## config.mk

```make
export PLATFORM = sky130hd
export DESIGN_NAME = lcdwm_queue
export DESIGN_NICKNAME = d
export VERILOG_FILES = /design/src/design/latency_compensated_dry_wet_mixer_macros.svh /design/src/design/lcdwm_pkg.sv /design/src/design/lcdwm_queue.sv
export SDC_FILE = /design/constraint.sdc
export NUM_CORES = 1
export LEC_CHECK = 0
export BUFFER_PORTS_ARGS = -buffer_cell sky130_fd_sc_hd__buf_2
export CAP_MARGIN = 20
export CORE_MARGIN = 5
export CORE_UTILIZATION = 36
export DETAILED_ROUTE_END_ITERATION = 10
export SLEW_MARGIN = 10
export SYNTH_ARGS = -nofsm -noshare
export SYNTH_HDL_FRONTEND = slang
export SYNTH_SLANG_ARGS = --single-unit
```

## constraint.sdc

```tcl
create_clock -name clk -period 9.3 [get_ports clk]
set_input_delay 1.395 -clock clk [delete_from_list [all_inputs] [get_ports clk]]
set_output_delay 1.395 -clock clk [all_outputs]
set_load 0.1 [all_outputs]
```

## src/design/latency_compensated_dry_wet_mixer_macros.svh

```systemverilog
// ----------------------------------------------------------------------------
// Latency-compensated dry/wet mixer: assertion macros
// Concurrent checks clocked on clk, disabled while arst_n is low.
// ----------------------------------------------------------------------------
`ifndef LATENCY_COMPENSATED_DRY_WET_MIXER_MACROS_SVH
`define LATENCY_COMPENSATED_DRY_WET_MIXER_MACROS_SVH

`ifndef NO_ASSERTIONS
`define LCDWM_ASSERT(lbl, ante, cons) \
	lbl: assert property (@(posedge clk) disable iff (!arst_n) (ante) |-> (cons)) \
		else $error("lcdwm check failed");
`define LCDWM_ASSERT_NXT(lbl, ante, cons) \
	lbl: assert property (@(posedge clk) disable iff (!arst_n) (ante) |=> (cons)) \
		else $error("lcdwm check failed");
`else
`define LCDWM_ASSERT(lbl, ante, cons)
`define LCDWM_ASSERT_NXT(lbl, ante, cons)
`endif

`endif

```

## src/design/lcdwm_pkg.sv

```systemverilog
// ----------------------------------------------------------------------------
// lcdwm_pkg
// Shared types, widths and helpers of the dry/wet mixer.
// ----------------------------------------------------------------------------
package lcdwm_pkg;

	localparam int MAX_DELAY_FRAMES = 4096;
	localparam int MAX_CHANNELS     = 8;
	localparam int SAMPLE_BITS      = 24;
	localparam int STORE_DEPTH      = MAX_DELAY_FRAMES * MAX_CHANNELS;

	localparam int ADDR_W  = $clog2(STORE_DEPTH);
	localparam int FRAME_W = $clog2(MAX_DELAY_FRAMES);
	localparam int DELAY_W = 13;
	localparam int CC_W    = 4;
	localparam int CH_W    = 3;
	localparam int WET_W   = 16;
	localparam int GAIN_W  = 16;

	localparam int WET_FULL    = 32768;
	localparam int ROUND_SHIFT = 29;
	localparam int DG_W  = SAMPLE_BITS + GAIN_W;
	localparam int PW_W  = SAMPLE_BITS + WET_W + 1;
	localparam int MIX_W = DG_W + WET_W + 1;

	localparam logic signed [SAMPLE_BITS-1:0] SAMPLE_MAX = {1'b0, {(SAMPLE_BITS-1){1'b1}}};
	localparam logic signed [SAMPLE_BITS-1:0] SAMPLE_MIN = {1'b1, {(SAMPLE_BITS-1){1'b0}}};

	typedef enum logic [1:0] {
		REG_DELAY_FRAMES  = 2'd0,
		REG_CHANNEL_COUNT = 2'd1,
		REG_WET_MIX       = 2'd2,
		REG_DRY_GAIN      = 2'd3
	} reg_idx_t;

	typedef enum logic [1:0] {
		MODE_DRY = 2'd0,
		MODE_WET = 2'd1,
		MODE_MIX = 2'd2
	} mode_t;

	typedef struct packed {
		logic [DELAY_W-1:0]       delay_frames;
		logic [CC_W-1:0]          channel_count;
		logic [WET_W-1:0]         wet_mix;
		logic signed [GAIN_W-1:0] dry_gain;
	} cfg_t;

	typedef struct packed {
		logic signed [SAMPLE_BITS-1:0] dry_sample;
		logic signed [SAMPLE_BITS-1:0] processed_sample;
		logic                          processed_ok;
	} in_item_t;

	typedef struct packed {
		logic signed [SAMPLE_BITS-1:0] mixed_sample;
		logic [CH_W-1:0]               channel;
	} out_item_t;

	typedef struct packed {
		logic signed [SAMPLE_BITS-1:0] dry;
		logic signed [SAMPLE_BITS-1:0] proc;
		mode_t                         mode;
		logic                          use_ring;
		logic [ADDR_W-1:0]             addr;
		logic [CH_W-1:0]               ch;
	} job_t;

	function automatic logic [WET_W-1:0] wet_clamp(input logic [WET_W-1:0] w);
		return (w > WET_W'(WET_FULL)) ? WET_W'(WET_FULL) : w;
	endfunction

endpackage

```

## src/design/lcdwm_queue.sv

```systemverilog
// ----------------------------------------------------------------------------
// lcdwm_queue
// Two-entry queue of classified jobs between front and back.
// ----------------------------------------------------------------------------
module lcdwm_queue import lcdwm_pkg::*; (
	input  logic clk,
	input  logic arst_n,
	input  logic push,
	input  job_t wdata,
	output logic full,
	input  logic pop,
	output job_t rdata,
	output logic empty
);

	job_t       entry_q [2];
	logic       wr_ptr_q;
	logic       rd_ptr_q;
	logic [1:0] count_q;

	logic do_push;
	logic do_pop;

	assign full    = (count_q == 2'd2);
	assign empty   = (count_q == 2'd0);
	assign do_push = push && !full;
	assign do_pop  = pop && !empty;
	assign rdata   = entry_q[rd_ptr_q];

	always_ff @(posedge clk or negedge arst_n) begin
		if (!arst_n) begin
			wr_ptr_q <= 1'b0;
			rd_ptr_q <= 1'b0;
			count_q  <= 2'd0;
		end else begin
			if (do_push)
				wr_ptr_q <= !wr_ptr_q;
			if (do_pop)
				rd_ptr_q <= !rd_ptr_q;
			if (do_push && !do_pop)
				count_q <= count_q + 2'd1;
			else if (do_pop && !do_push)
				count_q <= count_q - 2'd1;
		end
	end

	always_ff @(posedge clk) begin
		if (do_push)
			entry_q[wr_ptr_q] <= wdata;
	end

endmodule

```

==> Word-level counts from Yosys, hierarchy flattened <==
Memory sizes are Yosys's and may differ from the RTL's.
Index checks and enable logic that the tools add are counted.
{ "word_totals": {"memories": 1, "ram_bits": 138, "output_inout_bits": 71, "register_bits": 4} }
{ "mem_list": {"columns": ["name", "words", "width", "rd", "rd_ports_with_merged_regs", "wr", "line", "source"], "rows": [
  ["entry_q", 2, 69, 1, 0, 1, "lcdwm_queue.sv:16", "job_t entry_q [2];"]
]} }
{ "op_classes": {"addsub": 2, "muxes": 4, "n_reduce_logical": 12, "eq_ne": 1} }
{ "op_table": {"columns": ["cell", "n"], "rows": [
  ["1-bit logical NOT", 6],
  ["1-bit logical AND", 4],
  ["2-bit two-way mux", 2],
  ["2-bit by 1-bit adder with 2-bit output (second input constant)", 1],
  ["2-bit == test (second input constant)", 1],
  ["2-bit logical NOT", 1],
  ["1-bit two-way mux", 2],
  ["2-bit nonzero test", 1],
  ["2-bit by 1-bit subtractor with 2-bit output (second input constant)", 1]
]} }

==> Depth between registers and ports, before layout <==
Gate-level depths: netlist of run 1.
{ "logic_depth": {"depth_word": 7, "ltp_mapped": 7, "depth_no_buf": 7} }

==> Worst setup path before layout of run 1 <==
No wires, ideal clock.
{ "synth_path": {"kind": "input to register", "startpoint": "input port push", "endpoint": "memory entry_q[0][0] (netlist name), enable pin", "stages": 2, "path_buffers": 0, "t_arrival_ns": 4.366, "slack_ns": 4.437, "setup_ns": 0.496, "path_cell_list": "nand2_1 nor2_1"} }
{ "synth_between": {"elab_chain_cells": 3} }
{ "synth_lines": {"columns": ["item", "line", "source"], "rows": [
  ["start: declaration", "lcdwm_queue.sv:8", "input logic push,"],
  ["1-bit logical AND", "lcdwm_queue.sv:26", "assign do_push = push && !full;"],
  ["1-bit two-way mux", "lcdwm_queue.sv:48", "if (do_push)"],
  ["1-bit two-way mux (implied by the code)", "lcdwm_queue.sv:49", "entry_q[wr_ptr_q] <= wdata;"],
  ["end: declaration", "lcdwm_queue.sv:16", null]
]} }
No other way between the ends.

==> results_dict.tcl, run 1 <==
set metrics [dict create \
    status "completed" \
    cts_tree "done" \
    slew_violations 0 \
    min_period_ns 4.129 \
    synth.avg_cell_area_um2 23.62 \
    vias 2625 \
    synthTopCellsByArea "edfxtp_1 75%, mux2_4 19%, buf_12 2.5%" \
    grt_first_pass_wirelength_um 15340 \
    detail-route-antenna-nets 0 \
    relSlewSlack_pct 31.98 \
    grt_pass1_vias 2900 \
    setup-tns-final_ns 0 \
    die_x_um 133.9 \
    required_ns 7.91 \
    numClockSinks 142 \
    rows 45 \
    grt_overflow 0 \
    min_to "count_q[1]" \
    post-route-period-util_pct 44.40 \
    hpwl_um 6416 \
    grt_usage_pct 11.46 \
    crit_type "reg2out" \
    rr_worst_depth 4 \
    ys_seq_elements 142 \
    drt_iter0_drc 90 \
    synthesis.nets 308 \
    start_util_pct 36.50 \
    clock_latency_ns 0.41 \
    grt_util_met3_pct 4.764 \
    yosysSeqAreaShare_pct 76.78 \
    grt_busiest_layer "met2" \
    htreeDepth 4 \
    portBuffers 143 \
    cts_inserted_buffers 17 \
    synth_warnings 0 \
    vias_per_cell 4.449 \
    drive_gt1_share_pct 59.70 \
    min_from "count_q[1]" \
    cts_resized 0 \
    wl_um 9891 \
    crit_arrival_ns 2.73 \
    grt_antenna_before_repair 1 \
    core_mm2 0.01515 \
    start_kind "flip-flop" \
    post_cts_buffers 0 \
    cp_max_fo 36 \
    grt_max_degree 70 \
    syn2layout_area_growth_pct 24.72 \
    synthCells 234 \
    finalSetupViolCount 0 \
    reg2reg_to "entry_q[0][50]" \
    hold_viol 0 \
    worst_pin_slew_ns 1.020 \
    yosysTopAreaCell "edfxtp_1" \
    dr.pass1.iters 4 \
    hp-class "reg2reg" \
    synth_area_mm2 0.005528 \
    wl_per_cell_um 16.76 \
    cts_hold_buf 0 \
    dieArea_mm2 0.01793 \
    rsz0062_at_grt "false" \
    whs_path_depth 1 \
    maxCapViolations 0 \
    drc 0 \
    finClkSkew_ns 0.004302 \
    synth_top_area_share_pct 74.97 \
    die_h_um 133.9 \
    final_nets 464 \
    r2r_slack_ns 6.90 \
    grtUsageMet2_pct 18.64 \
    cts.path.max_buffers 2 \
    clk_pin_slew_ns 0.05 \
    cp-end-kind "output pin" \
    worstReg2RegStart "count_q[0]" \
    gp_congestion 0.6473 \
    use_met1_pct 13.16 \
    synthDistinctLibCells 14 \
    diodes 0 \
    max_freq_mhz 242.2 \
    io_pins 144 \
    cts-root-buf "clkbuf_16" \
]
[critical path: stages (launching register included)]
cell	delay, ns
dfrtp_4	0.84
buf_4	0.70
mux2_4	0.29
buf_2	0.42
[cell usage in the layout (no fill, tap or decap)]
cell / instances
dfrtp_4: 1
and3_4: 1
nor2_1: 2
clkbuf_16: 17
nand2_1: 1
dfrtp_1: 3
clkinv_1: 6
inv_1: 2
ha_1: 1
clkinv_2: 4
nand2b_1: 1
xnor2_1: 3
mux2_4: 69
bufinv_16: 2
clkbuf_1: 2
buf_2: 143
buf_4: 2
edfxtp_1: 138
xor2_1: 2
nor2_4: 1
o21ai_1: 1
[how the worst max path moves through the flow]
| stage | start | end | slack (ns) | cells past startpoint |
|---|---|---|---|---|
| after floorplan | push | entry_q[0][0] | 4.44 | 2 |
| after global placement | rd_ptr_q | rdata[3] | 5.52 | 3 |
| after detailed placement | rd_ptr_q | rdata[3] | 5.51 | 3 |
| after CTS | rd_ptr_q | rdata[3] | 5.05 | 3 |
| after global routing | rd_ptr_q | rdata[3] | 5.02 | 3 |
| final | rd_ptr_q | rdata[46] | 5.17 | 3 |
[registers in the layout, summed over array words and instances (netlist names)]
signal    count
rd_ptr_q      1
entry_q     138
wr_ptr_q      1
count_q       2
[synthesized netlist by cell type, drive strengths merged]
cell type / n
buf: 8
xnor2: 3
ha: 1
xor2: 2
o21ai: 1
mux2: 69
nand2: 1
and3: 1
edfxtp: 138
nand2b: 1
nor2: 3
dfrtp: 4
inv: 2
[cells by family after synthesis]
kind of cell,share of synthesized area (%)
buffers and inverters,2.875
and+or+nand+nor,0.4980
adders and majority gates,0.2263
muxes,18.74
xor gates and xnor gates,0.7924
AOI/OAI and AO/OA,0.09045
DFF,76.78
[per-stage QoR]
step           setup WS, ns  util [%]  area, um^2  cells  hold slack [ns]
6_report              5.171     45.52        6894    590           0.5314
5_1_grt               5.017     45.52        6894    590           0.5472
4_1_cts               5.048     45.52        6894    590           0.5289
3_5_place_dp          5.511     41.98        6359    559           0.5104
3_3_place_gp          5.519     41.98        6359    559           0.5057
2_1_floorplan         4.437         -        5528    234           0.4608
[metal layers]
| metal | share of wire [%] | wire length [um] |
|---|---|---|
| met5 | 0.071 | 7 |
| met3 | 7.9 | 783 |
| met4 | 2.0 | 194 |
| met2 | 48 | 4795 |
| met1 | 42 | 4110 |
[final cells by class]
| cell class | instances | area, um^2 |
|---|---|---|
| clock buffer | 19 | 432.9 |
| clock inverter | 12 | 102.6 |
| fill | 1333 | 8252 |
| inverter | 2 | 7.507 |
| multi-input combinational | 82 | 1137 |
| sequential | 142 | 4248 |
| tap | 188 | 235.2 |
| timing repair buffer | 145 | 730.7 |
Power of run 1 is left out: the tool's default activity adds up to more than one toggle a clock period on the data nets, which glitch-free logic cannot reach.
==> inputs of run 2 (changes only) <==
- clock period: 9.3 -> 3.5 ns (I/O delays scaled with it)
==> results_dict.tcl, run 2 (synthesis gave the netlist of run 1 again) <==
set metrics [dict create \
    start_util_pct 36.50 \
    grt_pass1_vias 2955 \
    start_kind "flip-flop" \
    largest_register_ffs 138 \
    wl_per_cell_um 16.47 \
    clk_pin_slew_ns 0.06 \
    rsz0062_at_grt "false" \
    grt_max_degree 70 \
    syn2layout_area_growth_pct 25.69 \
    io_pins 144 \
    final_cell_mix "143 x buf_2, 138 x edfxtp_1, 69 x mux2_4" \
    cp-end-kind "output pin" \
    gp_congestion 0.6300 \
    drive_gt1_share_pct 59.51 \
    finClkSkew_ns 0.003913 \
    critPathLaunch "rd_ptr_q" \
    grt_usage_pct 11.26 \
    cts-root-buf "clkbuf_16" \
    cts.path.max_buffers 2 \
    worstReg2RegStart "count_q[0]" \
    worst_pin_slew_ns 0.9824 \
    dr.pass1.iters 4 \
    rows 45 \
    portBuffers 143 \
    htreeDepth 4 \
    n_fill_cell 1319 \
    ff_latch_area_mm2 0.004248 \
    reg2reg_to "entry_q[0][56]" \
    cts_tree "done" \
    slew_violations 0 \
    finalSetupViolCount 0 \
    grt_antenna_before_repair 1 \
    max_freq_mhz 361.7 \
    reg_top3 "entry_q (138), count_q (2)" \
    relSlewSlack_pct 34.51 \
    drt_iter0_drc 146 \
    final_common_cell "buf_2" \
    final_nets 467 \
    cp_max_fo 33 \
    hpwl_um 6509 \
    largest_register "entry_q" \
    diodes 0 \
    status "completed" \
    rr_worst_depth 4 \
    wl_um 9769 \
    min_period_ns 2.765 \
    grt_first_pass_wirelength_um 15130 \
    grt_overflow 0 \
    multi_input_area_mm2 0.001137 \
    setup-tns-final_ns 0 \
    vias_per_cell 4.469 \
    clock_latency_ns 0.41 \
    cts_inserted_buffers 17 \
    die_x_um 133.9 \
    crit_arrival_ns 2.24 \
    core_mm2 0.01515 \
    hold_viol 0 \
    post_cts_buffers 0 \
    hp-class "in2reg" \
    die_h_um 133.9 \
    crit_type "reg2out" \
    vias 2650 \
    maxCapViolations 0 \
    critPathCapture "rdata[6]" \
    r2r_slack_ns 1.47 \
    post-route-period-util_pct 78.99 \
    numClockSinks 142 \
    required_ns 2.97 \
    dieArea_mm2 0.01793 \
    detail-route-antenna-nets 0 \
    drc 0 \
]
==> run 2: cell types whose count changed in the layout (fill, tap and decap cells not counted) <==
cell	previous run	this run
clkinvlp_4	0	2
buf_12	0	2
dlygate4sd3_1	0	1
clkbuf_1	2	5
clkinv_2	4	1
clkinv_1	6	4
==> run 2: layout make-up <==
| class | count | area share [%] |
|---|---|---|
| Tap cell | 188 | 3.386 |
| Timing Repair Buffer | 148 | 11.24 |
| Inverter | 2 | 0.1080 |
| Multi-Input combinational cell | 82 | 16.37 |
| Sequential cell | 142 | 61.14 |
| Clock inverter | 9 | 1.369 |
| Clock buffer | 22 | 6.393 |
==> run 2: through the flow <==
stage          instance area (um^2)  instances  util, %  hold WS, ns  worst slack, ns
2_1_floorplan                  5530        234        -       0.2294           0.6273
3_3_place_gp                   6399        561    42.25       0.3400            1.114
4_1_cts                        6948        593    45.87       0.2782           0.6724
6_report                       6948        593    45.87       0.3037           0.7353
5_1_grt                        6948        593    45.87       0.2761           0.6251
3_5_place_dp                   6399        561    42.25       0.3353            1.126
==> run 2: worst min path at each step <==
stage,start,to,slack (ns),cells after the start
2_1_floorplan,arst_n,count_q[0],0.23,0
3_3_place_gp,arst_n,count_q[0],0.34,1
3_5_place_dp,arst_n,count_q[0],0.34,1
4_1_cts,wdata[20],entry_q[0][20],0.28,1
5_1_grt,wdata[20],entry_q[1][20],0.28,1
6_report,wdata[15],entry_q[0][15],0.30,1
==> run 2: per-layer routing <==
metal  wire, um  track usage [%]  part of all wire, %
met1       3991            12.56                   41
met2       4930            18.73                   50
met3        700            4.614                  7.2
met4        134            5.486                  1.4
met5         11                0                 0.11
==> run 2: critical path, stage by stage, from the launching register on <==
cell and delay [ns]:
dfrtp_4 0.85, buf_12 0.32, mux2_4 0.33, buf_2 0.29
==> run 2: timing repair <==
item / CTS / global route
hold endpoints to repair: 4 / 0
gates resized for setup: 0 / 0
hold buffers: 1 / 0
Power of run 2 is left out for the same reason.
==> inputs of run 3 (changes only) <==
- clock period: 3.5 -> 2.4 ns (I/O delays scaled with it)
==> results_dict.tcl, run 3 (synthesis gave the netlist of run 1 again) <==
set metrics [dict create \
    slew_violations 0 \
    post-place-cells 566 \
    largest_register "entry_q" \
    cp_max_fo 24 \
    clk_pin_slew_ns 0.06 \
    rows 45 \
    die_x_um 133.9 \
    grt_max_degree 55 \
    maxCapViolations 0 \
    n_fill_cell 1234 \
    setup-tns-final_ns 0 \
    max_freq_mhz 452.0 \
    dr.pass1.iters 4 \
    largest_register_ffs 138 \
    status "completed" \
    crit_arrival_ns 1.85 \
    core_mm2 0.01515 \
    multi_input_area_mm2 0.001137 \
    min_period_ns 2.212 \
    final_area_mm2 0.007622 \
    drt_iter0_drc 83 \
    grt_usage_pct 11.34 \
    htreeDepth 4 \
    grt_first_pass_wirelength_um 15260 \
    drc 0 \
    portBuffers 143 \
    vias 2644 \
    finalSetupViolCount 0 \
    cts_inserted_buffers 17 \
    ff_latch_area_mm2 0.004248 \
    wl_per_cell_um 16.50 \
    finClkSkew_ns 0.009251 \
    cts_tree "done" \
    cts.path.max_buffers 2 \
    detail-route-antenna-nets 0 \
    whs_path_depth 1 \
    post-route-period-util_pct 92.17 \
    die_h_um 133.9 \
    final_cell_mix "138 x edfxtp_1, 105 x buf_2, 69 x mux2_4" \
    cp-end-kind "output pin" \
    numClockSinks 142 \
    hold_viol 0 \
    final_nets 472 \
    crit_type "reg2out" \
    post_cts_buffers 0 \
    gp_congestion 0.6889 \
    grt_overflow 0 \
    syn2layout_area_growth_pct 37.89 \
    preCtsSetupSlack_ns 0.5902 \
    hp-class "in2reg" \
    start_kind "flip-flop" \
    wl_um 9901 \
    rr_worst_depth 6 \
    stdcell_count 600 \
    finalWorstSetupSlack_ns 0.1878 \
    grt_pass1_vias 2960 \
    worst_pin_slew_ns 0.4959 \
    io_pins 144 \
    required_ns 2.04 \
    grt_antenna_before_repair 0 \
    reg_top3 "entry_q (138), count_q (2)" \
    vias_per_cell 4.407 \
    clock_latency_ns 0.41 \
    relSlewSlack_pct 67.17 \
    cts-root-buf "clkbuf_16" \
    hpwl_um 6939 \
    final_common_cell "edfxtp_1" \
    rsz0062_at_grt "false" \
    postPlaceCellArea_mm2 0.007032 \
    start_util_pct 36.50 \
    drive_gt1_share_pct 61.80 \
    dieArea_mm2 0.01793 \
]
run 3: per-stage QoR:
| stage | hold WS [ns] | util (%) |
|---|---|---|
| finish | 0.1405 | 50.33 |
| global placement | 0.1810 | 46.43 |
| CTS | 0.1141 | 50.31 |
| detailed placement | 0.1771 | 46.43 |
| global route | 0.1110 | 50.31 |
| floorplan | 0.06441 | - |
run 3: final timing paths:
path                                  from              to  slack (ns)
worst min-delay path             wdata[51]  entry_q[0][51]        0.14
worst max-delay path              rd_ptr_q       rdata[27]        0.19
worst max register to register  count_q[0]      count_q[1]        0.81
max in group asynchronous           arst_n        rd_ptr_q        1.97
min in group asynchronous           arst_n      count_q[1]        0.29
worst min register to register  count_q[1]      count_q[1]        0.54
run 3: layout make-up:
cell class	instances	area share [%]
sequential	142	55.73
timing repair buffer	153	18.55
multi-input combinational	82	14.92
clock buffer	21	6.041
tap	188	3.086
clock inverter	11	1.543
inverter	2	0.09849
antenna	1	0.03283
run 3: layer usage:
metal	global-route usage, %	vias up	share of wire, %
met2	19.29	97	51
met1	12.54	1283	40
li1	-	1252	-
met3	4.726	12	7.4
met4	4.800	0	1.4
met5	0	-	0
run 3: critical path, stage by stage, from the launching register on:
cell,delay [ns]
dfrtp_4,0.44
buf_12,0.22
buf_4,0.27
mux2_4,0.34
buf_12,0.17
run 3: repair_timing:
action                                 CTS  global route
endpoints found under the hold margin    4             0
hold buffers                             1             0
gates resized for setup                  0             0
Power of run 3 is left out for the same reason.
