[config.mk]
export PLATFORM = sky130hd
export DESIGN_NAME = lcdwm_front
export DESIGN_NICKNAME = d
export VERILOG_FILES = /design/src/design/latency_compensated_dry_wet_mixer_macros.svh /design/src/design/lcdwm_pkg.sv /design/src/design/lcdwm_front.sv
export SDC_FILE = /design/constraint.sdc
export NUM_CORES = 1
export LEC_CHECK = 0
export ABC_AREA = 1
export BUFFER_PORTS_ARGS = -buffer_cell sky130_fd_sc_hd__buf_2
export CAP_MARGIN = 20
export CORE_MARGIN = 2
export CORE_UTILIZATION = 42
export DETAILED_ROUTE_END_ITERATION = 8
export MAX_ROUTING_LAYER = met4
export PLACE_DENSITY = 0.73
export SLEW_MARGIN = 20
export SYNTH_ARGS = -nofsm -noshare
export SYNTH_HDL_FRONTEND = slang
export SYNTH_SLANG_ARGS = --single-unit
[constraint.sdc]
create_clock -name clk -period 9.9 [get_ports clk]
set_clock_uncertainty 0.1 [all_clocks]
set_input_delay 1.98 -clock clk [delete_from_list [all_inputs] [get_ports clk]]
set_output_delay 1.98 -clock clk [all_outputs]
set_load 0.02 [all_outputs]
[src/design/latency_compensated_dry_wet_mixer_macros.svh]
// ----------------------------------------------------------------------------
// Latency-compensated dry/wet mixer: assertion macros
// Concurrent checks clocked on clk, disabled while arst_n is low.
// ----------------------------------------------------------------------------
`ifndef LATENCY_COMPENSATED_DRY_WET_MIXER_MACROS_SVH
`define LATENCY_COMPENSATED_DRY_WET_MIXER_MACROS_SVH

`ifndef NO_ASSERTIONS
`define LCDWM_ASSERT(lbl, ante, cons) \
	lbl: assert property (@(posedge clk) disable iff (!arst_n) (ante) |-> (cons)) \
		else $error("lcdwm check failed");
`define LCDWM_ASSERT_NXT(lbl, ante, cons) \
	lbl: assert property (@(posedge clk) disable iff (!arst_n) (ante) |=> (cons)) \
		else $error("lcdwm check failed");
`else
`define LCDWM_ASSERT(lbl, ante, cons)
`define LCDWM_ASSERT_NXT(lbl, ante, cons)
`endif

`endif

[src/design/lcdwm_pkg.sv]
// ----------------------------------------------------------------------------
// lcdwm_pkg
// Shared types, widths and helpers of the dry/wet mixer.
// ----------------------------------------------------------------------------
package lcdwm_pkg;

	localparam int MAX_DELAY_FRAMES = 4096;
	localparam int MAX_CHANNELS     = 8;
	localparam int SAMPLE_BITS      = 24;
	localparam int STORE_DEPTH      = MAX_DELAY_FRAMES * MAX_CHANNELS;

	localparam int ADDR_W  = $clog2(STORE_DEPTH);
	localparam int FRAME_W = $clog2(MAX_DELAY_FRAMES);
	localparam int DELAY_W = 13;
	localparam int CC_W    = 4;
	localparam int CH_W    = 3;
	localparam int WET_W   = 16;
	localparam int GAIN_W  = 16;

	localparam int WET_FULL    = 32768;
	localparam int ROUND_SHIFT = 29;
	localparam int DG_W  = SAMPLE_BITS + GAIN_W;
	localparam int PW_W  = SAMPLE_BITS + WET_W + 1;
	localparam int MIX_W = DG_W + WET_W + 1;

	localparam logic signed [SAMPLE_BITS-1:0] SAMPLE_MAX = {1'b0, {(SAMPLE_BITS-1){1'b1}}};
	localparam logic signed [SAMPLE_BITS-1:0] SAMPLE_MIN = {1'b1, {(SAMPLE_BITS-1){1'b0}}};

	typedef enum logic [1:0] {
		REG_DELAY_FRAMES  = 2'd0,
		REG_CHANNEL_COUNT = 2'd1,
		REG_WET_MIX       = 2'd2,
		REG_DRY_GAIN      = 2'd3
	} reg_idx_t;

	typedef enum logic [1:0] {
		MODE_DRY = 2'd0,
		MODE_WET = 2'd1,
		MODE_MIX = 2'd2
	} mode_t;

	typedef struct packed {
		logic [DELAY_W-1:0]       delay_frames;
		logic [CC_W-1:0]          channel_count;
		logic [WET_W-1:0]         wet_mix;
		logic signed [GAIN_W-1:0] dry_gain;
	} cfg_t;

	typedef struct packed {
		logic signed [SAMPLE_BITS-1:0] dry_sample;
		logic signed [SAMPLE_BITS-1:0] processed_sample;
		logic                          processed_ok;
	} in_item_t;

	typedef struct packed {
		logic signed [SAMPLE_BITS-1:0] mixed_sample;
		logic [CH_W-1:0]               channel;
	} out_item_t;

	typedef struct packed {
		logic signed [SAMPLE_BITS-1:0] dry;
		logic signed [SAMPLE_BITS-1:0] proc;
		mode_t                         mode;
		logic                          use_ring;
		logic [ADDR_W-1:0]             addr;
		logic [CH_W-1:0]               ch;
	} job_t;

	function automatic logic [WET_W-1:0] wet_clamp(input logic [WET_W-1:0] w);
		return (w > WET_W'(WET_FULL)) ? WET_W'(WET_FULL) : w;
	endfunction

endpackage

[src/design/lcdwm_front.sv]
// ----------------------------------------------------------------------------
// lcdwm_front
// Takes requests, tracks channel and ring frame, classifies each sample.
// ----------------------------------------------------------------------------
module lcdwm_front import lcdwm_pkg::*; (
	input  logic     clk,
	input  logic     arst_n,
	input  cfg_t     cfg,
	input  logic     hold,
	input  logic     push,
	input  in_item_t din,
	output logic     full,
	output logic     q_push,
	output job_t     q_data,
	input  logic     q_full
);

	logic [CH_W-1:0]    ch_q;
	logic [FRAME_W-1:0] wf_q;

	logic [CC_W-1:0]    cc;
	logic [DELAY_W-1:0] dly;
	logic               wet_full;
	logic [CH_W-1:0]    ch_cur;
	logic [FRAME_W-1:0] wf_cur;
	logic               use_ring;
	logic               last;
	logic [DELAY_W-1:0] wf_inc;
	logic [15:0]        base;
	logic               accept;

	assign full   = q_full || hold;
	assign accept = push && !full;
	assign q_push = accept;

	always_comb begin
		if (cfg.channel_count == '0)
			cc = CC_W'(1);
		else if (cfg.channel_count > CC_W'(MAX_CHANNELS))
			cc = CC_W'(MAX_CHANNELS);
		else
			cc = cfg.channel_count;
		dly      = (cfg.delay_frames > DELAY_W'(MAX_DELAY_FRAMES)) ?
			DELAY_W'(MAX_DELAY_FRAMES) : cfg.delay_frames;
		wet_full = (wet_clamp(cfg.wet_mix) == WET_W'(WET_FULL));
		ch_cur   = (CC_W'(ch_q) >= cc) ? '0 : ch_q;
		wf_cur   = (dly == '0 || DELAY_W'(wf_q) >= dly) ? '0 : wf_q;
		use_ring = (dly != '0) && (!din.processed_ok || !wet_full);
		last     = (CC_W'(ch_cur) + CC_W'(1)) >= cc;
		wf_inc   = DELAY_W'(wf_cur) + DELAY_W'(1);
		base     = 16'(wf_cur) * 16'(cc);

		q_data.dry      = din.dry_sample;
		q_data.proc     = din.processed_sample;
		q_data.use_ring = use_ring;
		q_data.addr     = ADDR_W'(base + 16'(ch_cur));
		q_data.ch       = ch_cur;
		if (!din.processed_ok)
			q_data.mode = MODE_DRY;
		else if (wet_full)
			q_data.mode = MODE_WET;
		else
			q_data.mode = MODE_MIX;
	end

	always_ff @(posedge clk or negedge arst_n) begin
		if (!arst_n) begin
			ch_q <= '0;
			wf_q <= '0;
		end else if (accept) begin
			ch_q <= last ? '0 : ch_cur + CH_W'(1);
			if (last && use_ring)
				wf_q <= (wf_inc >= dly) ? '0 : wf_inc[FRAME_W-1:0];
			else
				wf_q <= wf_cur;
		end
	end

endmodule

-- After elaboration in Yosys (flattened, before gate mapping)
Cells that the tools add are included.
- flip-flop bits (word level): 15
- input bits: 103
- output and inout port bits: 71
- word-level logic and storage cells: 38
- add/subtract/negate cells: 4
- $mul: 1
- order comparisons: 7
- eq/ne operators: 1
- multiplexer cells: 11
- reduce and logical (&&, ||, !) cells: 12
- operator list (kind ; count):
    12-bit 2-to-1 mux ; 3
    16-bit equality test, second input constant ; 1
    16-bit > comparator, second input constant ; 1
    16-bit 2-to-1 mux ; 1
    15-bit by 3-bit adder with 15-bit output ; 1
    12-bit by 4-bit multiplier with 15-bit output ; 1
    12-bit by 1-bit adder with 13-bit output, second input constant ; 1
    12-bit by 13-bit >= comparator with 1-bit output ; 1
    13-bit >= comparator ; 1
    13-bit > comparator, second input constant ; 1
    13-bit logical NOT ; 1
    13-bit 2-to-1 mux ; 1
    13-bit nonzero test ; 1
    4-bit 2-to-1 mux ; 2
    3-bit 2-to-1 mux ; 2
    3-bit by 1-bit adder with 4-bit output, second input constant ; 1
    3-bit by 4-bit >= comparator with 1-bit output ; 1
    4-bit >= comparator ; 1
    4-bit > comparator, second input constant ; 1
    4-bit logical NOT ; 1
    2-bit 2-to-1 mux ; 2
    3-bit by 1-bit adder with 3-bit output, second input constant ; 1
    1-bit logical AND ; 3
    1-bit logical NOT ; 3
    1-bit logical OR ; 3

-- Logic depth before layout (Yosys ltp)
Gate-level depths: netlist of the first run.
- depth after elaboration: 9
- gate-level depth with buffers: 33
- mapped depth without buffers: 32

-- Least setup slack after synthesis of the first run
OpenSTA, ideal clock, no wires.
- path kind: input to output
- start: input cfg[40] (netlist bit)
- end: output q_data[17] (netlist bit)
- arrival time: 6708 ps
- data required time: 7820 ps
- setup slack: 1112 ps
- cell stages on the path: 30
- buffers on the path: 1
- cells stage by stage: nor2_2 nand2_1 nor2_1 nand2_1 nand2_4 nand2_1 ha_1 nand2_1 nand2_1 nand2_1 nand2_1 a21oi_2 nand2_1 nor2_2 buf_6 nand3_4 inv_1 nand2_1 fa_1 inv_1 fa_1 ha_1 ha_1 nand3_1 nand2_1 a41oi_1 o21ai_0 inv_1 o31ai_1 xor2_1
- RTL lines (item ; RTL line ; source):
    start, declared ; lcdwm_front.sv:8 ; input cfg_t cfg,
    end, declared ; lcdwm_front.sv:14 ; output job_t q_data,

==> results by group, run 1 <==
Run status
  – Status: completed

Floorplan
  – Die H: 101 um
  – I/O Pins: 174
  – CORE AREA: 9240 um^2
  – Die area: 10300 um^2
  – Die width: 101 um
  – Rows: 35
  – Initial core utilization: 43.2%

Timing
  – Final Cycle Share: 94.9%
  – Setup TNS: 0 ns
  – Rel. slew slack: 58.5%
  – Final Critical Period: 9.39 ns
  – Worst slew pin tran: 0.621 ns
  – Final Hold Fails: 0
  – Fmax achieved: 106 MHz
  – RSZ-0062 raised after global routing: no
  – Setup violators final: 0
  – Fin. max-slew vios: 0

CTS
  – Reg clk slew, reported paths: 0.07 ns
  – Num CTS Buffers: 3
  – CTS Hold Bufs: 0
  – Longest Clk Path Bufs: 2
  – Worst-Skew Late Latency: 0.26 ns
  – CTS root buffer: clkbuf_8
  – CTS Sinks: 15
  – H-tree depth: 1
  – CTS tree: yes

Routing
  – Metal2 WL: 4180 um
  – DRC: 0
  – Via count: 3628
  – Post-Route WL: 8850 um
  – Top layer in use: met4
  – Met3 WL: 475 um
  – Vias per cell: 5.28
  – Router iterations before antenna repair: 5
  – M1 WL: 3950 um
  – DRT iter0 DRCs: 183
  – Wire length per cell: 12.9 um
  – Final antenna-violating net count: 0

Power and ir drop
  – P_leak: 0.00219 uW
  – Max IR drop VDD: 0.000196 V
  – Cell Pwr Density: 272 nW/um^2

Critical path
  – CP Launch Type: input port
  – Req. time, crit path: 7.82 ns
  – Critical Path Fanout Max: 10
  – Crit path DAT: 7.31 ns
  – Most frequent CP cell: nand2_1
  – Register-to-register setup slack: 5.39 ns
  – Reg-to-reg critical path startpoint: wf_q[4]$_DFFE_PN0P_
  – CP Capture Type: output port
  – CP max stage delay: 0.52 ns
  – CP Buf/Inv Count: 6
  – WS Path Type: in -> out
  – CP top delay family: adder cells
  – Register-to-Register Path Depth: 24
  – R2r endpoint: wf_q[5]$_DFFE_PN0P_
  – CP max stage cell: fa_1

Cells and area
  – Diodes inserted: 0
  – # fillers: 962
  – Register Area: 375 um^2
  – Most common cell after layout, fill and taps aside: nand2_1
  – Multi-input gate area: 2910 um^2
  – Area Overhead vs Synth: 1.35%
  – Final cell count without fillers: 687
  – Final #Nets: 749
  – Fraction of layout cells with a size suffix above 1: 16.1%
  – Commonest non-fill, non-tap cells in the layout: nand2_1 (81), nor2_1 (79), inv_1 (72)

Global route
  – Initial antenna violation count: 0
  – Vias in the first global route: 3564
  – Largest net degree at the start of global routing: 18
  – Total GRT Usage: 19.2%
  – Final global-route overflow total: 0
  – First-pass GRT wire length: 15800 um

Yosys
  – #FFs+latches synth: 15
  – Synth area leader: ha_1
  – Post-synth top flop: dfrtp_1
  – FFs w/ async S/R, synth: 100%
  – Avg Cell Area, Syn: 7.11 um^2
  – Number of distinct library cells after synthesis: 41
  – Synthesized area: 3990 um^2
  – Sequential-to-total area share from yosys stat: 9.40%
  – Synth Warn #: 0
  – Syn_nets: 751
  – Synthesized instance count: 561
  – Dominant cells by area after synthesis: ha_1 (21%), fa_1 (11%), dfrtp_1 (9.4%)
  – Number of flops mapped to enable cells by yosys: 0
  – Synth top area share: 20.7%

Min path
  – Worst Hold End: ch_q[0]$_DFFE_PN0P_
  – Hold path start: ch_q[0]$_DFFE_PN0P_
  – Hold path depth: 2
  – Worst hold path type: reg -> reg

Place
  – Post-DP HPWL: 7500 um
  – GP Congestion: 0.924
  – I/O Buffers: 46
  – Dpl cells: 683

Flow run
  – Number of max-cap violations: 0
## tightest hold or removal path, stage by stage, from the launching register on
cell and delay (ns):
dfrtp_1 0.32, inv_1 0.08, o22ai_1 0.16
## metal layers
metal / GRT usage [%] / vias to the layer above
li1: - / 1773
met1: 25.0 / 1676
met2: 31.1 / 145
met3: 1.59 / 34
met4: 7.38 / 0
met5: - / -
## metrics by stage
stage	setup WS (ns)	instance area [um^2]	hold slack [ns]	power, uW	utilization, %
2_1_floorplan	1.11	3990	0.424	847	-
3_3_place_gp	0.337	3990	0.483	1010	43.2
3_5_place_dp	0.289	3990	0.490	1040	43.2
4_1_cts	0.262	4030	0.504	1100	43.7
5_1_grt	0.0768	4050	0.535	1240	43.8
6_report	0.509	4050	0.506	1100	43.8
## synth_stat cells, types with 2 or more instances
cell	instances
inv_2	5
nand4_1	16
and2_1	5
xor2_1	11
nand3b_1	2
fa_1	21
inv_1	72
buf_4	49
a21oi_1	43
nor2_1	80
nor2_2	9
nand2_1	81
xnor2_1	7
nand2_2	9
clkbuf_1	3
nand4_2	3
o31ai_1	2
o21ai_0	15
buf_6	3
a31oi_1	2
clkinv_1	2
nand3_1	18
nor3_1	3
a21oi_2	2
dfrtp_1	15
a22oi_1	3
ha_1	66
## cells by family after synthesis
| family | Yosys count | share of synthesized area (%) |
|---|---|---|
| AO/OA/AOI/OAI | 74 | 10.4 |
| XOR/XNOR | 18 | 3.95 |
| adder cells (fa/ha/maj) | 87 | 31.2 |
| buffers and inverters | 135 | 17.9 |
| flip-flops | 15 | 9.40 |
| AND/OR/NAND/NOR | 232 | 27.1 |
## registers in the layout, summed over array words and instances (netlist names)
register and count:
wf_q 12, ch_q 3
## how the worst max path moves through the flow
stage | end | depth (start not counted) | slack [ns] | start
after floorplan | q_data[17] | 30 | 1.11 | cfg[40]
after global placement | q_data[17] | 33 | 0.34 | cfg[40]
after detailed placement | q_data[17] | 33 | 0.29 | cfg[40]
after CTS | q_data[17] | 33 | 0.26 | cfg[40]
after global routing | q_data[17] | 33 | 0.08 | cfg[40]
final | q_data[17] | 33 | 0.51 | cfg[40]
## where the power goes
part,switching [uW],total [uW],internal [uW]
sequential,42.7,131,88.5
clock,25.8,53.8,28.0
combinational,582,916,334
## what timing repair did
action | in CTS | in global routing
setup endpoints to repair | 0 | 3
buffers inserted | 0 | 0
gates resized for setup | 0 | 4
## cell type report
cell class                 count  share of cell area [%]
multi-input combinational    411                    72.0
sequential                    15                    9.28
inverter                      79                    7.33
timing repair buffer          49                    6.25
tap                          129                    3.99
clock buffer                   3                    1.02
clock inverter                 1                   0.124
(Power assumes the default switching activity.)
==> run 2, diff against run 1 <==
--- a/config.mk
+++ b/config.mk
@@ -5,14 +5,13 @@
 export SDC_FILE = /design/constraint.sdc
 export NUM_CORES = 1
 export LEC_CHECK = 0
-export ABC_AREA = 1
 export BUFFER_PORTS_ARGS = -buffer_cell sky130_fd_sc_hd__buf_2
 export CAP_MARGIN = 20
 export CORE_MARGIN = 2
 export CORE_UTILIZATION = 42
 export DETAILED_ROUTE_END_ITERATION = 8
 export MAX_ROUTING_LAYER = met4
-export PLACE_DENSITY = 0.73
+export PLACE_DENSITY = 0.74
 export SLEW_MARGIN = 20
 export SYNTH_ARGS = -nofsm -noshare
 export SYNTH_HDL_FRONTEND = slang
==> run 2 against run 1 <==
Effect of this change: design area is 5.0% lower; power is 53% lower; via count is 13% lower; sequential share of layout area is 0.49 points higher; largest power group unchanged; critical path type unchanged; highest routed layer unchanged.
==> results by group, run 2 <==
Yosys
  – #FFs+latches synth: 15 (unchanged)
  – Syn_nets: 675 (-10%)
  – Commonest cells in the netlist: ha_1 (66), buf_4 (50), nand2_1 (48), nor2_1 (35), inv_1 (31)
  – Dominant cells by area after synthesis: ha_1 (21%), fa_1 (11%), buf_4 (9.7%)
  – Avg Cell Area, Syn: 8.01 um^2 (+13%)
  – Most frequent cell after synthesis: ha_1
  – Post-synth top flop: dfrtp_1
  – Synthesized instance count: 485 (-14%)
  – FFs w/ async S/R, synth: 100% (unchanged)
  – Number of distinct library cells after synthesis: 48 (+17%)
  – Synth top area share: 21.2% (+0.56 points)
  – Synth area leader: ha_1
  – Sequential-to-total area share from yosys stat: 9.66% (+0.25 points)
  – Number of flops mapped to enable cells by yosys: 0 (unchanged)
  – Synthesized area: 3890 um^2 (-2.6%)
  – Synth Warn #: 0 (unchanged)

Cells and area
  – Multi-input gate area: 2900 um^2 (-0.34%)
  – Final Cell Area: 3840 um^2 (-5.0%)
  – # fillers: 922 (-4.2%)
  – Largest register by flop count: wf_q
  – Register Area: 375 um^2 (unchanged)
  – Diodes inserted: 0 (unchanged)
  – Final #Nets: 662 (-12%)
  – Commonest non-fill, non-tap cells in the layout: ha_1 (66), nand2_1 (48), buf_2 (46)
  – Area Overhead vs Synth: -1.13%
  – Most common cell after layout, fill and taps aside: ha_1
  – Biggest regs: wf_q (12), ch_q (3)
  – Fraction of layout cells with a size suffix above 1: 13.2% (-3.0 points)
  – Max FFs per register: 12 (unchanged)

Routing
  – DRT iter0 DRCs: 170 (-7.1%)
  – Wire length per cell: 14.3 um (+11%)
  – Post-Route WL: 8340 um (-5.8%)
  – Via count: 3170 (-13%)
  – Router iterations before antenna repair: 4 (-1)
  – Final antenna-violating net count: 0 (unchanged)
  – DRC: 0 (unchanged)
  – Vias per cell: 5.45 (+3.1%)

Flow run
  – Number of max-cap violations: 0 (unchanged)

Timing
  – Final Cycle Share: 95.7% (+0.86 points)
  – Setup TNS: 0 ns (unchanged)
  – Setup violators final: 0 (unchanged)
  – Final Hold Fails: 0 (unchanged)
  – Worst slew pin tran: 0.670 ns (+0.0491 ns)
  – Fin. max-slew vios: 0 (unchanged)
  – Fmax achieved: 106 MHz (-0.90%)
  – Rel. slew slack: 55.3% (-3.2 points)
  – Final Critical Period: 9.48 ns (+0.0850 ns)
  – RSZ-0062 raised after global routing: no

Place
  – I/O Buffers: 46 (unchanged)
  – GP Congestion: 0.854 (-7.5%)
  – DP Area: 3790 um^2 (-4.9%)
  – Post-DP HPWL: 6910 um (-7.8%)

Floorplan
  – Die width: 100 um (-1.3%)
  – Rows: 35 (unchanged)
  – Initial core utilization: 42.7% (-0.53 points)
  – Die area: 10000 um^2 (-2.5%)
  – I/O Pins: 174 (unchanged)
  – CORE AREA: 9110 um^2 (-1.4%)
  – Die H: 100 um (-1.3%)

Global route
  – Total GRT Usage: 17.3% (-1.9 points)
  – Largest net degree at the start of global routing: 18 (unchanged)
  – First-pass GRT wire length: 14200 um (-10%)
  – Vias in the first global route: 3130 (-12%)
  – Final global-route overflow total: 0 (unchanged)
  – Initial antenna violation count: 0 (unchanged)

Power and ir drop
  – Cell Pwr Density: 135 nW/um^2 (-50%)
  – Max IR drop VDD: 0.0000900 V (-54%)
  – Final Power: 520 uW (-53%)
  – P_leak: 0.00211 uW (-3.7%)

Critical path
  – CP Launch Type: input port
  – CP max stage delay: 0.54 ns (+0.02 ns)
  – Most frequent CP cell: nand2_1
  – CP max stage cell: fa_1
  – WS Path Type: in -> out
  – Critical Path Fanout Max: 12 (+2)
  – Crit path DAT: 7.40 ns (+0.09 ns)
  – Reg-to-reg critical path startpoint: wf_q[10]$_DFFE_PN0P_
  – Req. time, crit path: 7.82 ns (about the same)
  – CP Cell Sequence: buf_2, clkinvlp_4, nand2_1, ha_1, a21o_1, a21oi_1, o211ai_1, o21ai_1, nand2_1, nor2_2, nand2_1, fa_1, inv_1, fa_1, ha_1, ha_1, nor2b_1, o31a_1, o211ai_1, nand2_1, a41oi_1, nor2b_1, xnor2_1, buf_2
  – CP Capture Type: output port
  – CP Launch Point: cfg[48]

CTS
  – Reg clk slew, reported paths: 0.06 ns (about the same)
  – H-tree depth: 1 (unchanged)
  – CTS Hold Bufs: 0 (unchanged)
  – Post-CTS Setup Bufs: 0 (unchanged)
  – Longest Clk Path Bufs: 2 (unchanged)
  – CTS resizes: 0 (unchanged)
  – CTS root buffer: clkbuf_8
  – Worst-Skew Late Latency: 0.24 ns (-0.02 ns)
  – Num CTS Buffers: 3 (unchanged)
  – CTS tree: yes
  – CTS Sinks: 15 (unchanged)

Min path
  – Hold path start: ch_q[0]$_DFFE_PN0P_
  – Worst hold path type: reg -> reg

Run status
  – Status: completed
-- run 2: final cells by class --
| type | instances | share of cell area [%] |
|---|---|---|
| Sequential cell | 15 | 9.77 |
| Timing Repair Buffer | 50 | 6.77 |
| Multi-Input combinational cell | 371 | 75.5 |
| Clock buffer | 4 | 1.17 |
| Tap cell | 111 | 3.61 |
| Inverter | 31 | 3.13 |
-- run 2: power breakdown --
| group | switching (uW) | internal, uW |
|---|---|---|
| Clock | 20.5 | 28.5 |
| Sequential | 22.1 | 74.2 |
| Combinational | 221 | 154 |
| Total | 263 | 256 |
-- run 2: cell families (layout without fill, tap and decap cells) --
group                    after synthesis  in the layout  share of synthesized area [%]
AO/OA/AOI/OAI                         85             85                           13.9
AND/OR/NAND/NOR                      173            173                           22.7
multiplexers                           1              1                          0.258
buffers and inverters                 99             85                           15.7
adder cells (fa/ha/maj)               87             87                           32.1
XOR/XNOR                              25             25                           5.63
flip-flops                            15             15                           9.66
-- run 2: through the flow --
step	util, %	hold WS (ns)	instances	setup slack (ns)
after floorplan	-	0.361	485	0.917
after global placement	41.6	0.394	578	0.456
after detailed placement	41.6	0.398	578	0.344
after CTS	42.1	0.412	582	0.309
after global routing	42.2	0.473	582	0.0148
final	42.2	0.412	582	0.424
-- run 2: routing by layer --
metal  routed length [um]  vias up  GRT usage [%]
met5                    0        -              -
met2                 4170       89           28.9
met3                  466        6           3.90
met4                   36        0           1.90
li1                     -     1590              -
met1                 3670     1485           22.3
-- run 2: path summary, 6_finish.rpt --
check / end / slack (ns) / cells after the start
setup / recovery: q_data[14] / 0.42 / 24
hold / removal: ch_q[0]$_DFFE_PN0P_ / 0.41 / 2
setup reg to reg: wf_q[11]$_DFFE_PN0P_ / 3.74 / 23
hold reg to reg: ch_q[0]$_DFFE_PN0P_ / 0.41 / 2
max in group asynchronous: wf_q[3]$_DFFE_PN0P_ / 7.91 / 1
min in group asynchronous: ch_q[1]$_DFFE_PN0P_ / 1.53 / 1
-- run 2: worst max-delay path: cells and delay by family --
family / cells / cell delay (ns)
AO/OA/AOI/OAI: 7 / 1.58
XOR/XNOR: 1 / 0.13
adder cells (fa/ha/maj): 5 / 1.90
buffers and inverters: 4 / 0.60
AND/OR/NAND/NOR: 7 / 1.21
==> run 3, diff against run 2 <==
--- a/config.mk
+++ b/config.mk
@@ -5,13 +5,13 @@
 export SDC_FILE = /design/constraint.sdc
 export NUM_CORES = 1
 export LEC_CHECK = 0
-export BUFFER_PORTS_ARGS = -buffer_cell sky130_fd_sc_hd__buf_2
 export CAP_MARGIN = 20
 export CORE_MARGIN = 2
 export CORE_UTILIZATION = 42
 export DETAILED_ROUTE_END_ITERATION = 8
+export DONT_BUFFER_PORTS = 1
 export MAX_ROUTING_LAYER = met4
-export PLACE_DENSITY = 0.74
+export PLACE_DENSITY = 0.57
 export SLEW_MARGIN = 20
 export SYNTH_ARGS = -nofsm -noshare
 export SYNTH_HDL_FRONTEND = slang
==> run 3 against run 2 <==
Effect of this change: critical path depth decreased by 2; worst hold slack lost 0.0071 ns; register-to-register slack about the same; setup slack better by 0.018 ns; count of clock-buffer cells in the layout is the same; sequential power is 0.5% higher; critical path type unchanged; critical endpoint unchanged.
==> results by group, run 3 (same netlist as run 2, synthesis figures left out) <==
Critical path
  – CP Launch Type: input port
  – Crit path DAT: 7.38 ns (-0.02 ns)
  – Reg-to-reg critical path startpoint: wf_q[10]$_DFFE_PN0P_
  – WS Path Type: in -> out
  – CP Capture Type: output port
  – CP Launch Point: cfg[48]
  – Req. time, crit path: 7.82 ns (about the same)
  – Critical Path Fanout Max: 12 (unchanged)

Routing
  – Wire length per cell: 15.3 um (+6.9%)
  – Met3 WL: 411 um (-12%)
  – Post-Route WL: 8260 um (-0.96%)
  – Final antenna-violating net count: 0 (unchanged)
  – Metal2 WL: 3990 um (-4.3%)
  – Router iterations before antenna repair: 4 (unchanged)
  – M1 WL: 3750 um (+2.1%)
  – DRT iter0 DRCs: 118 (-31%)
  – Top layer in use: met4
  – Via count: 3015 (-4.9%)
  – Vias per cell: 5.59 (+2.7%)
  – DRC: 0 (unchanged)

Global route
  – First-pass GRT wire length: 13800 um (-3.0%)
  – Largest net degree at the start of global routing: 18 (unchanged)
  – Vias in the first global route: 2954 (-5.6%)
  – Final global-route overflow total: 0 (unchanged)
  – Total GRT Usage: 17.2% (-0.14 points)
  – Initial antenna violation count: 0 (unchanged)

CTS
  – Longest Clk Path Bufs: 2 (unchanged)
  – Post-CTS Setup Bufs: 0 (unchanged)
  – Reg clk slew, reported paths: 0.06 ns (about the same)
  – H-tree depth: 1 (unchanged)
  – Worst-Skew Late Latency: 0.25 ns (about the same)
  – CTS tree: yes
  – CTS resizes: 0 (unchanged)
  – CTS Hold Bufs: 0 (unchanged)
  – CTS Sinks: 15 (unchanged)
  – CTS root buffer: clkbuf_8
  – Num CTS Buffers: 3 (unchanged)

Floorplan
  – Rows: 35 (unchanged)
  – Die width: 100 um (unchanged)
  – Die H: 100 um (unchanged)
  – I/O Pins: 174 (unchanged)
  – Initial core utilization: 42.7% (unchanged)
  – CORE AREA: 9110 um^2 (unchanged)
  – Die area: 10000 um^2 (unchanged)

Cells and area
  – Commonest non-fill, non-tap cells in the layout: ha_1 (66), nand2_1 (48), nor2_1 (35)
  – Max FFs per register: 12 (unchanged)
  – Area Overhead vs Synth: -6.63%
  – Diodes inserted: 0 (unchanged)
  – Multi-input gate area: 2900 um^2 (about the same)
  – Fraction of layout cells with a size suffix above 1: 3.97% (-9.2 points)
  – Util after Layout: 39.8% (-2.3 points)
  – Register Area: 375 um^2 (unchanged)
  – Final cell count without fillers: 539 (-7.4%)
  – # fillers: 940 (+2.0%)
  – Biggest regs: wf_q (12), ch_q (3)
  – Largest register by flop count: wf_q
  – Final #Nets: 619 (-6.5%)
  – Most common cell after layout, fill and taps aside: ha_1

Place
  – I/O Buffers: 0 (-100%)
  – Post-DP HPWL: 6670 um (-3.5%)
  – Dpl cells: 535 (-7.4%)
  – GP Congestion: 0.799 (-6.5%)

Timing
  – Fin. max-slew vios: 0 (unchanged)
  – Final Critical Period: 9.46 ns (-0.0182 ns)
  – Min Hold Slack: 0.405 ns (-0.00708 ns)
  – Setup TNS: 0 ns (unchanged)
  – Fmax achieved: 106 MHz (+0.19%)
  – Worst slew pin tran: 0.714 ns (+0.0445 ns)
  – RSZ-0062 raised after global routing: no
  – Final Cycle Share: 95.5% (-0.18 points)
  – Setup violators final: 0 (unchanged)
  – Final Hold Fails: 0 (unchanged)
  – Rel. slew slack: 52.2% (-3.1 points)

Run status
  – Status: completed

Power and ir drop
  – Cell Pwr Density: 135 nW/um^2 (-0.19%)
  – P_leak: 0.00193 uW (-8.5%)
  – Max IR drop VDD: 0.0000579 V (-36%)
  – Final Power: 490 uW (-5.8%)

Min path
  – Worst hold path type: reg -> reg
  – Hold path start: ch_q[0]$_DFFE_PN0P_

Flow run
  – Number of max-cap violations: 0 (unchanged)
==> run 3: metal layers <==
layer  vias to the layer above  track usage [%]
li1                       1496                -
met1                      1425             21.6
met2                        68             29.4
met3                        26             2.44
met4                         0             3.79
met5                         -                -
==> run 3: final timing paths <==
kind	to	slack (ns)	cells past startpoint
setup / recovery	q_data[14]	0.44	22
hold / removal	ch_q[0]$_DFFE_PN0P_	0.41	2
setup reg to reg	wf_q[4]$_DFFE_PN0P_	3.75	23
hold reg to reg	ch_q[0]$_DFFE_PN0P_	0.41	2
max in group asynchronous	wf_q[4]$_DFFE_PN0P_	8.31	0
min in group asynchronous	wf_q[11]$_DFFE_PN0P_	1.32	0
==> run 3: cell type report <==
cell class | instances | area share (%)
inverters | 31 | 3.21
well taps | 111 | 3.83
clock buffers | 4 | 1.24
repair buffers | 7 | 1.45
multi-input cells | 371 | 79.9
flip-flops and latches | 15 | 10.3
==> run 3: worst max-delay path, stage by stage <==
cell	delay, ns
inv_1	0.23
nand2_1	0.15
ha_1	0.32
a21o_1	0.19
a21oi_1	0.24
o211ai_1	0.13
o21ai_1	0.29
nand2_1	0.24
nor2_1	0.28
nand2_1	0.13
fa_1	0.57
inv_1	0.06
fa_1	0.47
ha_1	0.31
ha_1	0.35
nor2b_1	0.17
o31a_1	0.27
o211ai_1	0.17
nand2_1	0.11
a41oi_1	0.27
nor2b_1	0.19
xnor2_1	0.26
==> run 3: metrics by stage <==
| step | worst slack, ns | cell area, um^2 |
|---|---|---|
| 3_3_place_gp | 0.594 | 3580 |
| 2_1_floorplan | 0.917 | 3890 |
| 6_report | 0.442 | 3630 |
| 4_1_cts | 0.453 | 3630 |
| 3_5_place_dp | 0.456 | 3580 |
| 5_1_grt | 0.133 | 3630 |
==> run 3: power breakdown <==
part	leakage, uW	total [uW]	switching, uW	internal (uW)
logic	0.00171	342	211	131
registers	0.000193	96.8	22.6	74.2
clock network	0.0000228	50.8	22.2	28.6
total	0.00193	490	256	234
